===== config.mk =====
export PLATFORM = sky130hd
export DESIGN_NAME = low_power_compare_timer
export DESIGN_NICKNAME = d
export VERILOG_FILES = /design/src/hdl/lpct_pkg.sv /design/src/hdl/low_power_compare_timer.sv /design/src/hdl/lpct_core.sv
export SDC_FILE = /design/constraint.sdc
export NUM_CORES = 1
export LEC_CHECK = 0
export BUFFER_PORTS_ARGS = -buffer_cell sky130_fd_sc_hd__buf_2
export CELL_PAD_IN_SITES_DETAIL_PLACEMENT = 1
export CELL_PAD_IN_SITES_GLOBAL_PLACEMENT = 1
export CORE_UTILIZATION = 44
export CTS_BUF_LIST = sky130_fd_sc_hd__clkbuf_8
export CTS_CLUSTER_DIAMETER = 30
export DETAILED_ROUTE_END_ITERATION = 7
export PLACE_DENSITY = 0.81
export SLEW_MARGIN = 40
export SYNTH_ARGS = -nofsm -noshare
export SYNTH_HDL_FRONTEND = slang
export SYNTH_SLANG_ARGS = --single-unit

===== constraint.sdc =====
create_clock -name clk -period 2.6 [get_ports clk]
set_clock_uncertainty 0.1 [all_clocks]
set_input_delay 0.26 -clock clk [delete_from_list [all_inputs] [get_ports clk]]
set_output_delay 0.26 -clock clk [all_outputs]
set_load 0.02 [all_outputs]

===== src/hdl/lpct_pkg.sv =====
// Shared types and codes for the low-power compare timer.
`default_nettype none

package lpct_pkg;

	localparam int CMD_W      = 3;
	localparam int REG_IDX_W  = 3;
	localparam int CFG_DATA_W = 16;
	localparam int OUT_COUNT_W = 16;

	// command codes
	localparam logic [CMD_W-1:0] CMD_STEP    = 3'd0;
	localparam logic [CMD_W-1:0] CMD_ENABLE  = 3'd1;
	localparam logic [CMD_W-1:0] CMD_DISABLE = 3'd2;
	localparam logic [CMD_W-1:0] CMD_CLEAR   = 3'd3;
	localparam logic [CMD_W-1:0] CMD_READ    = 3'd4;

	// register indexes
	localparam logic [REG_IDX_W-1:0] REG_COUNT_MODE    = 3'd0;
	localparam logic [REG_IDX_W-1:0] REG_FREE_RUNNING  = 3'd1;
	localparam logic [REG_IDX_W-1:0] REG_PIN_POLARITY  = 3'd2;
	localparam logic [REG_IDX_W-1:0] REG_PIN_CHOICE    = 3'd3;
	localparam logic [REG_IDX_W-1:0] REG_PRESCALE_EXP  = 3'd4;
	localparam logic [REG_IDX_W-1:0] REG_PRESCALE_BYP  = 3'd5;
	localparam logic [REG_IDX_W-1:0] REG_IRQ_ENABLE    = 3'd6;
	localparam logic [REG_IDX_W-1:0] REG_COMPARE_VALUE = 3'd7;

	localparam logic [15:0] PRESCALE_FULL = 16'hFFFF;

	typedef struct packed {
		logic        count_mode;
		logic        free_running;
		logic        pin_polarity;
		logic [1:0]  pin_choice;
		logic [3:0]  prescale_exponent;
		logic        prescale_bypass;
		logic        irq_enable;
		logic [15:0] compare_value;
	} cfg_t;

	typedef struct packed {
		logic [CMD_W-1:0] command;
		logic             clock_edge;
		logic [3:0]       pin_levels;
	} item_t;

	typedef struct packed {
		logic [OUT_COUNT_W-1:0] count_now;
		logic                   compare_flag;
		logic                   irq_request;
		logic                   running;
	} res_t;

endpackage

`default_nettype wire


===== src/hdl/low_power_compare_timer.sv =====
// Top level of the low-power compare timer and pulse counter.
// An accepted item waits in the input register until the result register is free.
// Throughput: one item per cycle while results are taken; the input and result registers
// part the two channels, and the state update is a single add and compare on the counter.
// Reset: arst_n clears run state, counter, prescaler, flag, pin history and both
// valid bits at once; configuration returns to its reset values (bypass set).
`default_nettype none

module low_power_compare_timer #(
	parameter int COUNT_BITS = 16
) (
	input  wire logic                              clk,
	input  wire logic                              arst_n,
	// configuration write port
	input  wire logic                              cfg_we,
	input  wire logic [lpct_pkg::REG_IDX_W-1:0]    cfg_index,
	input  wire logic [lpct_pkg::CFG_DATA_W-1:0]   cfg_data,
	// item channel
	input  wire logic                              item_valid,
	output logic                                   item_ready,
	input  wire logic [lpct_pkg::CMD_W-1:0]        command,
	input  wire logic                              clock_edge,
	input  wire logic [3:0]                        pin_levels,
	// result channel
	output logic                                   result_valid,
	input  wire logic                              result_ready,
	output logic [lpct_pkg::OUT_COUNT_W-1:0]       count_now,
	output logic                                   compare_flag,
	output logic                                   irq_request,
	output logic                                   running
);

	lpct_pkg::cfg_t  cfg_q;
	lpct_pkg::item_t item_s1;
	logic            valid_s1;
	lpct_pkg::res_t  res_comb;
	lpct_pkg::res_t  res_s2;
	logic            valid_s2;

	logic            res_free;
	logic            fire;
	logic            accept;

	// Configuration registers: written at once, no handshake.
	always_ff @(posedge clk or negedge arst_n) begin
		if (!arst_n) begin
			cfg_q.count_mode        <= 1'b0;
			cfg_q.free_running      <= 1'b0;
			cfg_q.pin_polarity      <= 1'b0;
			cfg_q.pin_choice        <= 2'd0;
			cfg_q.prescale_exponent <= 4'd0;
			cfg_q.prescale_bypass   <= 1'b1;
			cfg_q.irq_enable        <= 1'b0;
			cfg_q.compare_value     <= 16'd0;
		end else if (cfg_we) begin
			unique case (cfg_index)
				lpct_pkg::REG_COUNT_MODE:    cfg_q.count_mode        <= cfg_data[0];
				lpct_pkg::REG_FREE_RUNNING:  cfg_q.free_running      <= cfg_data[0];
				lpct_pkg::REG_PIN_POLARITY:  cfg_q.pin_polarity      <= cfg_data[0];
				lpct_pkg::REG_PIN_CHOICE:    cfg_q.pin_choice        <= cfg_data[1:0];
				lpct_pkg::REG_PRESCALE_EXP:  cfg_q.prescale_exponent <= cfg_data[3:0];
				lpct_pkg::REG_PRESCALE_BYP:  cfg_q.prescale_bypass   <= cfg_data[0];
				lpct_pkg::REG_IRQ_ENABLE:    cfg_q.irq_enable        <= cfg_data[0];
				lpct_pkg::REG_COMPARE_VALUE: cfg_q.compare_value     <= cfg_data[15:0];
				default: begin
				end
			endcase
		end
	end

	// Handshake: the result register frees when empty or taken this cycle;
	// the input stage advances into it whenever it is free.
	assign res_free   = !valid_s2 || result_ready;
	assign fire       = valid_s1 && res_free;
	assign item_ready = !valid_s1 || fire;
	assign accept     = item_valid && item_ready;

	always_ff @(posedge clk or negedge arst_n) begin
		if (!arst_n) begin
			valid_s1 <= 1'b0;
		end else if (accept) begin
			valid_s1 <= 1'b1;
		end else if (fire) begin
			valid_s1 <= 1'b0;
		end
	end

	// Hold the item payload until the input stage hands it on.
	always_ff @(posedge clk) begin
		if (accept) begin
			item_s1.command    <= command;
			item_s1.clock_edge <= clock_edge;
			item_s1.pin_levels <= pin_levels;
		end
	end

	lpct_core #(
		.COUNT_BITS(COUNT_BITS)
	) u_core (
		.clk   (clk),
		.arst_n(arst_n),
		.fire  (fire),
		.cfg   (cfg_q),
		.item  (item_s1),
		.res   (res_comb)
	);

	// Result register: drop valid once taken, load a new result on fire.
	always_ff @(posedge clk or negedge arst_n) begin
		if (!arst_n) begin
			valid_s2 <= 1'b0;
		end else if (fire) begin
			valid_s2 <= 1'b1;
		end else if (result_ready) begin
			valid_s2 <= 1'b0;
		end
	end

	always_ff @(posedge clk) begin
		if (fire) begin
			res_s2 <= res_comb;
		end
	end

	assign result_valid = valid_s2;
	assign count_now    = res_s2.count_now;
	assign compare_flag = res_s2.compare_flag;
	assign irq_request  = res_s2.irq_request;
	assign running      = res_s2.running;

endmodule

`default_nettype wire


===== src/hdl/lpct_core.sv =====
// Timer state and the per-item update: prescaler, pin edge detect, counter, flag.
`default_nettype none

module lpct_core #(
	parameter int COUNT_BITS = 16
) (
	input  wire logic          clk,
	input  wire logic          arst_n,
	input  wire logic          fire,
	input  wire lpct_pkg::cfg_t  cfg,
	input  wire lpct_pkg::item_t item,
	output lpct_pkg::res_t       res
);

	logic                  run_q, run_n;
	logic [COUNT_BITS-1:0] main_count_q, main_count_n;
	logic [15:0]           prescale_q, prescale_n;
	logic                  match_q, match_n;
	logic                  last_pin_q;

	logic                  pin_now;
	logic                  rising;
	logic [15:0]           term;
	logic [COUNT_BITS-1:0] cmp;
	logic                  hit;
	logic                  tick;
	logic                  pre_wrap;
	logic [COUNT_BITS-1:0] bumped;

	assign pin_now  = item.pin_levels[cfg.pin_choice] ^ cfg.pin_polarity;
	assign rising   = pin_now & ~last_pin_q;
	// terminal prescaler value is 2^(exp+1)-1
	assign term     = lpct_pkg::PRESCALE_FULL >> (4'd15 - cfg.prescale_exponent);
	assign pre_wrap = (prescale_q >= term);
	assign cmp      = COUNT_BITS'(cfg.compare_value);
	assign hit      = (main_count_q == cmp);
	assign bumped   = (hit && !cfg.free_running) ? '0 : main_count_q + 1'b1;

	always_comb begin
		tick = 1'b0;
		if (cfg.count_mode) begin
			tick = rising;
		end else if (item.clock_edge) begin
			tick = cfg.prescale_bypass | pre_wrap;
		end
	end

	always_comb begin
		run_n        = run_q;
		main_count_n = main_count_q;
		prescale_n   = prescale_q;
		match_n      = match_q;
		unique case (item.command)
			lpct_pkg::CMD_STEP: begin
				if (run_q) begin
					// prescaler only advances in time mode without bypass
					if (!cfg.count_mode && item.clock_edge && !cfg.prescale_bypass) begin
						prescale_n = pre_wrap ? 16'd0 : prescale_q + 16'd1;
					end
					if (tick) begin
						main_count_n = bumped;
						match_n      = match_q | hit;
					end
				end
			end
			lpct_pkg::CMD_ENABLE: begin
				run_n = 1'b1;
			end
			lpct_pkg::CMD_DISABLE: begin
				run_n        = 1'b0;
				main_count_n = '0;
				prescale_n   = 16'd0;
				match_n      = 1'b0;
			end
			lpct_pkg::CMD_CLEAR: begin
				match_n = 1'b0;
			end
			default: begin
			end
		endcase
	end

	always_ff @(posedge clk or negedge arst_n) begin
		if (!arst_n) begin
			run_q        <= 1'b0;
			main_count_q <= '0;
			prescale_q   <= 16'd0;
			match_q      <= 1'b0;
			last_pin_q   <= 1'b0;
		end else if (fire) begin
			run_q        <= run_n;
			main_count_q <= main_count_n;
			prescale_q   <= prescale_n;
			match_q      <= match_n;
			last_pin_q   <= pin_now;
		end
	end

	assign res.count_now    = lpct_pkg::OUT_COUNT_W'(main_count_n);
	assign res.compare_flag = match_n;
	assign res.irq_request  = match_n & cfg.irq_enable;
	assign res.running      = run_n;

endmodule

`default_nettype wire


==> flow_summary.json, run 1 <==
{
  "gp_congestion": 0.8377,
  "setup_viol_count_final": 51,
  "portBuffers": 52,
  "htreeDepth": 3,
  "synth_edf_count": 27,
  "area_growth_pct": 32.19,
  "dp.cells": 669,
  "synthCells": 462,
  "final_util_pct": 60.54,
  "dp_hpwl_mm": 9.936,
  "clkTransAtPathRegs_ns": 0.09,
  "start_util_pct": 45.80,
  "yosysMostFrequentCell": "dfrtp_1",
  "cts_buffer_depth": 2,
  "fp.dieH_um": 108.9,
  "via_per_inst": 6.140,
  "drt_first_pass_iters": 4,
  "hold_viol": 0,
  "cts.sinks": 91,
  "ant_nets": 0,
  "drc": 0,
  "grt_start_max_net_pins": 65,
  "run_status": "finished with violations",
  "vdd_drop_max_mv": 0.3616,
  "worst_slack_ns": -0.5298,
  "synth_top_cell_by_area": "dfrtp_1",
  "synthTopCellsByCount": "63 x dfrtp_1, 30 x nor2_1, 28 x mux2_2",
  "die_area_mm2": 0.01186,
  "cts_tree": "done",
  "grt_pass1_wl_mm": 23.59,
  "nFillCells": 1177,
  "synth_area_mm2": 0.005030,
  "ys_seq_area_share_pct": 47.99,
  "drive_above_1_share_pct": 38.00,
  "vias": 4415,
  "synth_cell_types": 59,
  "syn_avg_cell_area_um2": 10.89,
  "period_share_pct": 120.4,
  "cp.required_ns": 2.63,
  "die_width_um": 108.9,
  "end_kind": "register",
  "syn_nets": 511,
  "maxSlewViolCount": 0,
  "synth.area.top_cells": "dfrtp_1 31%, edfxtp_1 16%, mux2_2 6.3%, ha_1 4.2%, xor2_1 3.8%",
  "reg2reg_slack_ns": -0.53,
  "clkLatencyLatePin_ns": 0.39,
  "cp_max_fo": 6,
  "relSlewSlack_pct": 41.78,
  "clock-root-buffer": "clkbuf_8",
  "leakagePower_uw": 0.002841,
  "p_total_uw": 3847,
  "hold_ws_ns": 0.02084,
  "final_nets": 623,
  "gr-total-overflow": 0,
  "period_minus_slack_ns": 3.130,
  "synthArstFlopShare_pct": 70.33,
  "track_usage_pct": 26.85,
  "worstSetupStartpointType": "register",
  "synth_top_area_share_pct": 31.34,
  "core_mm2": 0.01098,
  "p_per_area_mw_per_mm2": 578.5,
  "maxCapViolations": 0,
  "path_class": "register to register",
  "drt_wl_total_mm": 16.60,
  "synthFlopType": "dfrtp_1",
  "grt_pass1_vias": 4477,
  "drt_iter0_drc": 242,
  "antenna_cells": 0,
  "post_drt_wl_per_cell_um": 23.08,
  "ys_seq_elements": 91,
  "fin_cells": 719,
  "cts_buffers": 9,
  "tightest_slew_ns": 0.8667,
  "yosys_warnings": 0,
  "arrival_ns": 3.16,
  "antenna_found_initial": 0,
  "rsz0062_at_grt": "yes",
  "num_rows": 38,
  "fmax_mhz": 319.5,
  "io_pins": 53,
  "violations": "negative setup slack",
  "min_path_type": "input pin to register"
}
-- metrics by stage --
| stage | instance area, µm² | TNS, ns | setup WS (ns) |
|---|---|---|---|
| 2_1_floorplan | 5069 | -1.100 | -0.1239 |
| 3_3_place_gp | 5734 | -10.81 | -0.3793 |
| 3_5_place_dp | 5742 | -17.66 | -0.5428 |
| 4_1_cts | 6248 | -9.109 | -0.3560 |
| 5_1_grt | 6649 | -23.62 | -0.5951 |
| 6_report | 6649 | -20.10 | -0.5298 |
-- area by class of cell --
cell class	count	area (µm²)	area share (%)
clock buffers	10	137.6	2.070
clock inverters	6	55.05	0.8280
inverters	12	45.04	0.6775
multi-input cells	327	2710	40.76
flip-flops and latches	91	2419	36.38
well taps	140	175.2	2.635
repair buffers	133	1107	16.65
-- registers in the layout, summed over array words and instances, names as in the netlist --
register / flops
cfg_q: 27
count_now: 16
u_core.main_count_q: 16
u_core.prescale_q: 16
item_s1: 8
compare_flag: 1
irq_request: 1
result_valid: 1
running: 1
u_core.last_pin_q: 1
u_core.match_q: 1
u_core.run_q: 1
valid_s1: 1
-- layer usage --
layer / global-route usage, % / part of all wire [%] / wire [µm]
met5: 0 / 0 / 0
met4: 12.26 / 3.3 / 552
met3: 5.260 / 5.8 / 961
met2: 44.79 / 52 / 8564
met1: 33.49 / 39 / 6518
-- path summary, 6_finish.rpt --
path,startpoint,to,cells past startpoint
hold / removal,cfg_data[11],cfg_q[11]$_DFFE_PN0P_,2
setup reg to reg,cfg_q[21]$_DFFE_PN0P_,count_now[2]$_DFFE_PP_,12
hold reg to reg,cfg_q[5]$_DFFE_PN0P_,cfg_q[5]$_DFFE_PN0P_,1
min in group asynchronous,arst_n,u_core.last_pin_q$_DFFE_PN0P_,3
max in group asynchronous,arst_n,cfg_q[5]$_DFFE_PN0P_,3
setup / recovery,cfg_q[21]$_DFFE_PN0P_,count_now[2]$_DFFE_PP_,12
-- layout by cell type, fill, tap and decap left out, drive strengths merged, types with 3 or more instances in the layout --
master / count
buf: 117
dfrtp: 63
nor2: 30
mux2: 28
edfxtp: 27
o21ai: 25
nor4: 25
nand2: 22
xor2: 22
o22a: 18
ha: 17
a21oi: 16
nand4: 13
dlygate4sd3: 13
clkbuf: 13
nand3: 12
inv: 12
and3: 12
nor3: 12
a221o: 8
xnor2: 8
nor3b: 6
nand2b: 5
clkinv: 5
and2: 5
mux2i: 4
nor4bb: 3
a22o: 3
o31ai: 3
a21o: 3
-- critical path, stage by stage (launching register included) --
cell and delay [ns]:
dfrtp_2 0.42, buf_6 0.13, buf_4 0.13, a211oi_2 0.14, ha_1 0.29, a21oi_2 0.15, o21ai_1 0.11, a221o_1 0.46
o31ai_4 0.27, buf_6 0.19, buf_6 0.13, nor4_2 0.06, o22a_1 0.29
-- power by group --
group	internal [µW]	switching [µW]	leakage (µW)	total, µW
Sequential	1640	151	0.00108	1790
Clock	463	538	0.000106	1000
Combinational	505	548	0.00165	1050
Total	2610	1240	0.00284	3850
-- timing repair --
item,in CTS,in global routing
hold buffers,13,0
endpoints found under the hold margin,75,0
cloned,0,3
gates resized for setup,26,60
pin swaps,6,24
endpoints found under the setup margin,51,51
setup buffers,11,7
-- cells by family after synthesis --
group,Yosys count,synth area share (%)
buffers and inverters,44,4.179
muxes,33,7.512
adders and majority gates,17,4.229
AOI/OAI and AO/OA,91,13.63
and+or+nand+nor,156,17.09
DFF,91,47.99
xor gates and xnor gates,30,5.373
Note: power is estimated with default switching activity, not from simulation.
==> run 2: changes to the inputs <==
--- a/config.mk
+++ b/config.mk
@@ -8,6 +8,8 @@
 export BUFFER_PORTS_ARGS = -buffer_cell sky130_fd_sc_hd__buf_2
 export CELL_PAD_IN_SITES_DETAIL_PLACEMENT = 1
 export CELL_PAD_IN_SITES_GLOBAL_PLACEMENT = 1
+export CORE_ASPECT_RATIO = 0.75
+export CORE_MARGIN = 2
 export CORE_UTILIZATION = 44
 export CTS_BUF_LIST = sky130_fd_sc_hd__clkbuf_8
 export CTS_CLUSTER_DIAMETER = 30
==> flow_summary.json, run 2 (same netlist as run 1, synthesis figures left out) <==
{
  "hold_viol": 0,
  "reg2reg_to": "count_now[8]$_DFFE_PP_",
  "antenna_cells": 0,
  "drc": 0,
  "die_width_um": 127.5,
  "final_cell_area_mm2": 0.006641,
  "vdd_drop_max_mv": 0.3213,
  "gp_congestion": 0.8695,
  "maxCapViolations": 0,
  "register_area_mm2": 0.002419,
  "clock-root-buffer": "clkbuf_8",
  "min_path_cells": 2,
  "layout_common_cells": "59 x dfrtp_1, 55 x buf_4, 52 x buf_2, 30 x nor2_1, 28 x mux2_2",
  "period_minus_slack_ns": 3.323,
  "grt_pass1_vias": 4488,
  "hp-start": "cfg_data[4]",
  "cp_max_fo": 6,
  "drt_wl_total_mm": 17.13,
  "maxSlewViolCount": 0,
  "fmax_mhz": 300.9,
  "r2r_cells": 11,
  "rsz0062_at_grt": "yes",
  "dp.cells": 674,
  "cts_buffers": 9,
  "grt_start_max_net_pins": 65,
  "tightest_slew_ns": 0.8411,
  "largest_reg_flops": 27,
  "gr-total-overflow": 0,
  "relSlewSlack_pct": 43.49,
  "portBuffers": 52,
  "fp.dieH_um": 96.60,
  "arrival_ns": 3.46,
  "final_common_cell": "dfrtp_1",
  "reg2reg_slack_ns": -0.72,
  "r2r-start": "cfg_q[19]$_DFFE_PN0P_",
  "track_usage_pct": 26.67,
  "cts.sinks": 91,
  "drt_first_pass_iters": 5,
  "leakagePower_uw": 0.002886,
  "drt_iter0_drc": 303,
  "p_per_area_mw_per_mm2": 595.9,
  "worstSetupStartpointType": "register",
  "worst_slack_ns": -0.7230,
  "antenna_found_initial": 0,
  "regMostFlops": "cfg_q",
  "vias": 4481,
  "start_util_pct": 45.62,
  "path_class": "register to register",
  "end_kind": "register",
  "dp_hpwl_mm": 10.17,
  "htreeDepth": 3,
  "min_path_type": "input pin to register",
  "period_share_pct": 127.8,
  "dpl_cell_area_mm2": 0.005779,
  "io_pins": 53,
  "area_growth_pct": 32.04,
  "cp.required_ns": 2.74,
  "die_area_mm2": 0.01231,
  "clkTransAtPathRegs_ns": 0.09,
  "min_to": "cfg_q[4]$_DFFE_PN0P_",
  "ant_nets": 0,
  "setup_viol_count_final": 51,
  "final_nets": 629,
  "fin_cells": 725,
  "via_per_inst": 6.181,
  "core_mm2": 0.01102,
  "num_rows": 33,
  "multi_input_area_mm2": 0.002679,
  "post_drt_wl_per_cell_um": 23.63,
  "cts_tree": "done",
  "cts_buffer_depth": 2,
  "nFillCells": 1147,
  "run_status": "finished with violations",
  "pre_cts_ws_ns": -0.5411,
  "violations": "negative setup slack",
  "grt_pass1_wl_mm": 24.85,
  "drive_above_1_share_pct": 37.61,
  "clkLatencyLatePin_ns": 0.37,
  "hold_ws_ns": 0.01499
}
-- run 2: cell count changes in the layout (fill, tap and decap cells not counted), moves of 3 or more --
cell           before  now
nor2_1             16   30
nor2_2              3    0
nor2_4             11    0
ha_1               17   13
ha_4                0    4
dlygate4sd3_1      13   10
clkinv_2            5    1
buf_4              45   55
-- run 2: area by class of cell --
class,instances,share of cell area (%)
clock buffers,10,2.072
clock inverters,6,1.187
inverters,12,0.6782
multi-input cells,328,40.34
flip-flops and latches,91,36.42
well taps,140,2.638
repair buffers,138,16.67
-- run 2: per-stage QoR --
step           power (µW)  utilization [%]  setup TNS [ns]
2_1_floorplan        2289                -          -1.100
4_1_cts              3825            58.25          -9.037
3_3_place_gp         2523            52.36          -10.80
3_5_place_dp         2590            52.42          -17.76
5_1_grt              4111            60.24          -32.50
6_report             3958            60.24          -30.42
-- run 2: routing by layer --
layer / wire [µm] / global-route usage, %
met2: 8121 / 43.36
met3: 1200 / 4.681
met4: 590 / 8.974
met5: 0 / 0
met1: 7222 / 36.60
-- run 2: where the power goes --
group / internal, µW / total [µW] / switching [µW]
Sequential: 1640 / 1810 / 169
Combinational: 517 / 1070 / 553
Clock: 561 / 1080 / 516
Total: 2720 / 3960 / 1240
-- run 2: worst max-delay path by stage --
stage | to | from | cells past startpoint
finish | count_now[8]$_DFFE_PP_ | cfg_q[19]$_DFFE_PN0P_ | 11
global route | count_now[8]$_DFFE_PP_ | cfg_q[19]$_DFFE_PN0P_ | 11
CTS | u_core.main_count_q[10]$_DFFE_PN0P_ | cfg_q[19]$_DFFE_PN0P_ | 11
detailed placement | u_core.main_count_q[10]$_DFFE_PN0P_ | cfg_q[20]$_DFFE_PN0P_ | 9
global placement | u_core.main_count_q[13]$_DFFE_PN0P_ | cfg_q[20]$_DFFE_PN0P_ | 9
floorplan | count_now[13]$_DFFE_PP_ | cfg_q[18]$_DFFE_PN0P_ | 10
-- run 2: repair_timing --
action | CTS | global route
hold endpoints to repair | 72 | 0
pin swaps | 9 | 17
resized for setup | 43 | 22
endpoints found under the setup margin | 51 | 51
hold buffers | 10 | 0
setup buffers | 17 | 6
gates cloned | 0 | 3
-- run 2: worst max-delay path, stage by stage (launching register included) --
cell and delay (ns):
dfrtp_2 0.45, buf_6 0.16, a211oi_2 0.28, ha_1 0.32, a21oi_1 0.20, o21ai_1 0.12, a221o_1 0.44, buf_4 0.17
o31a_4 0.31, o21ai_4 0.30, buf_6 0.17, o22a_1 0.15
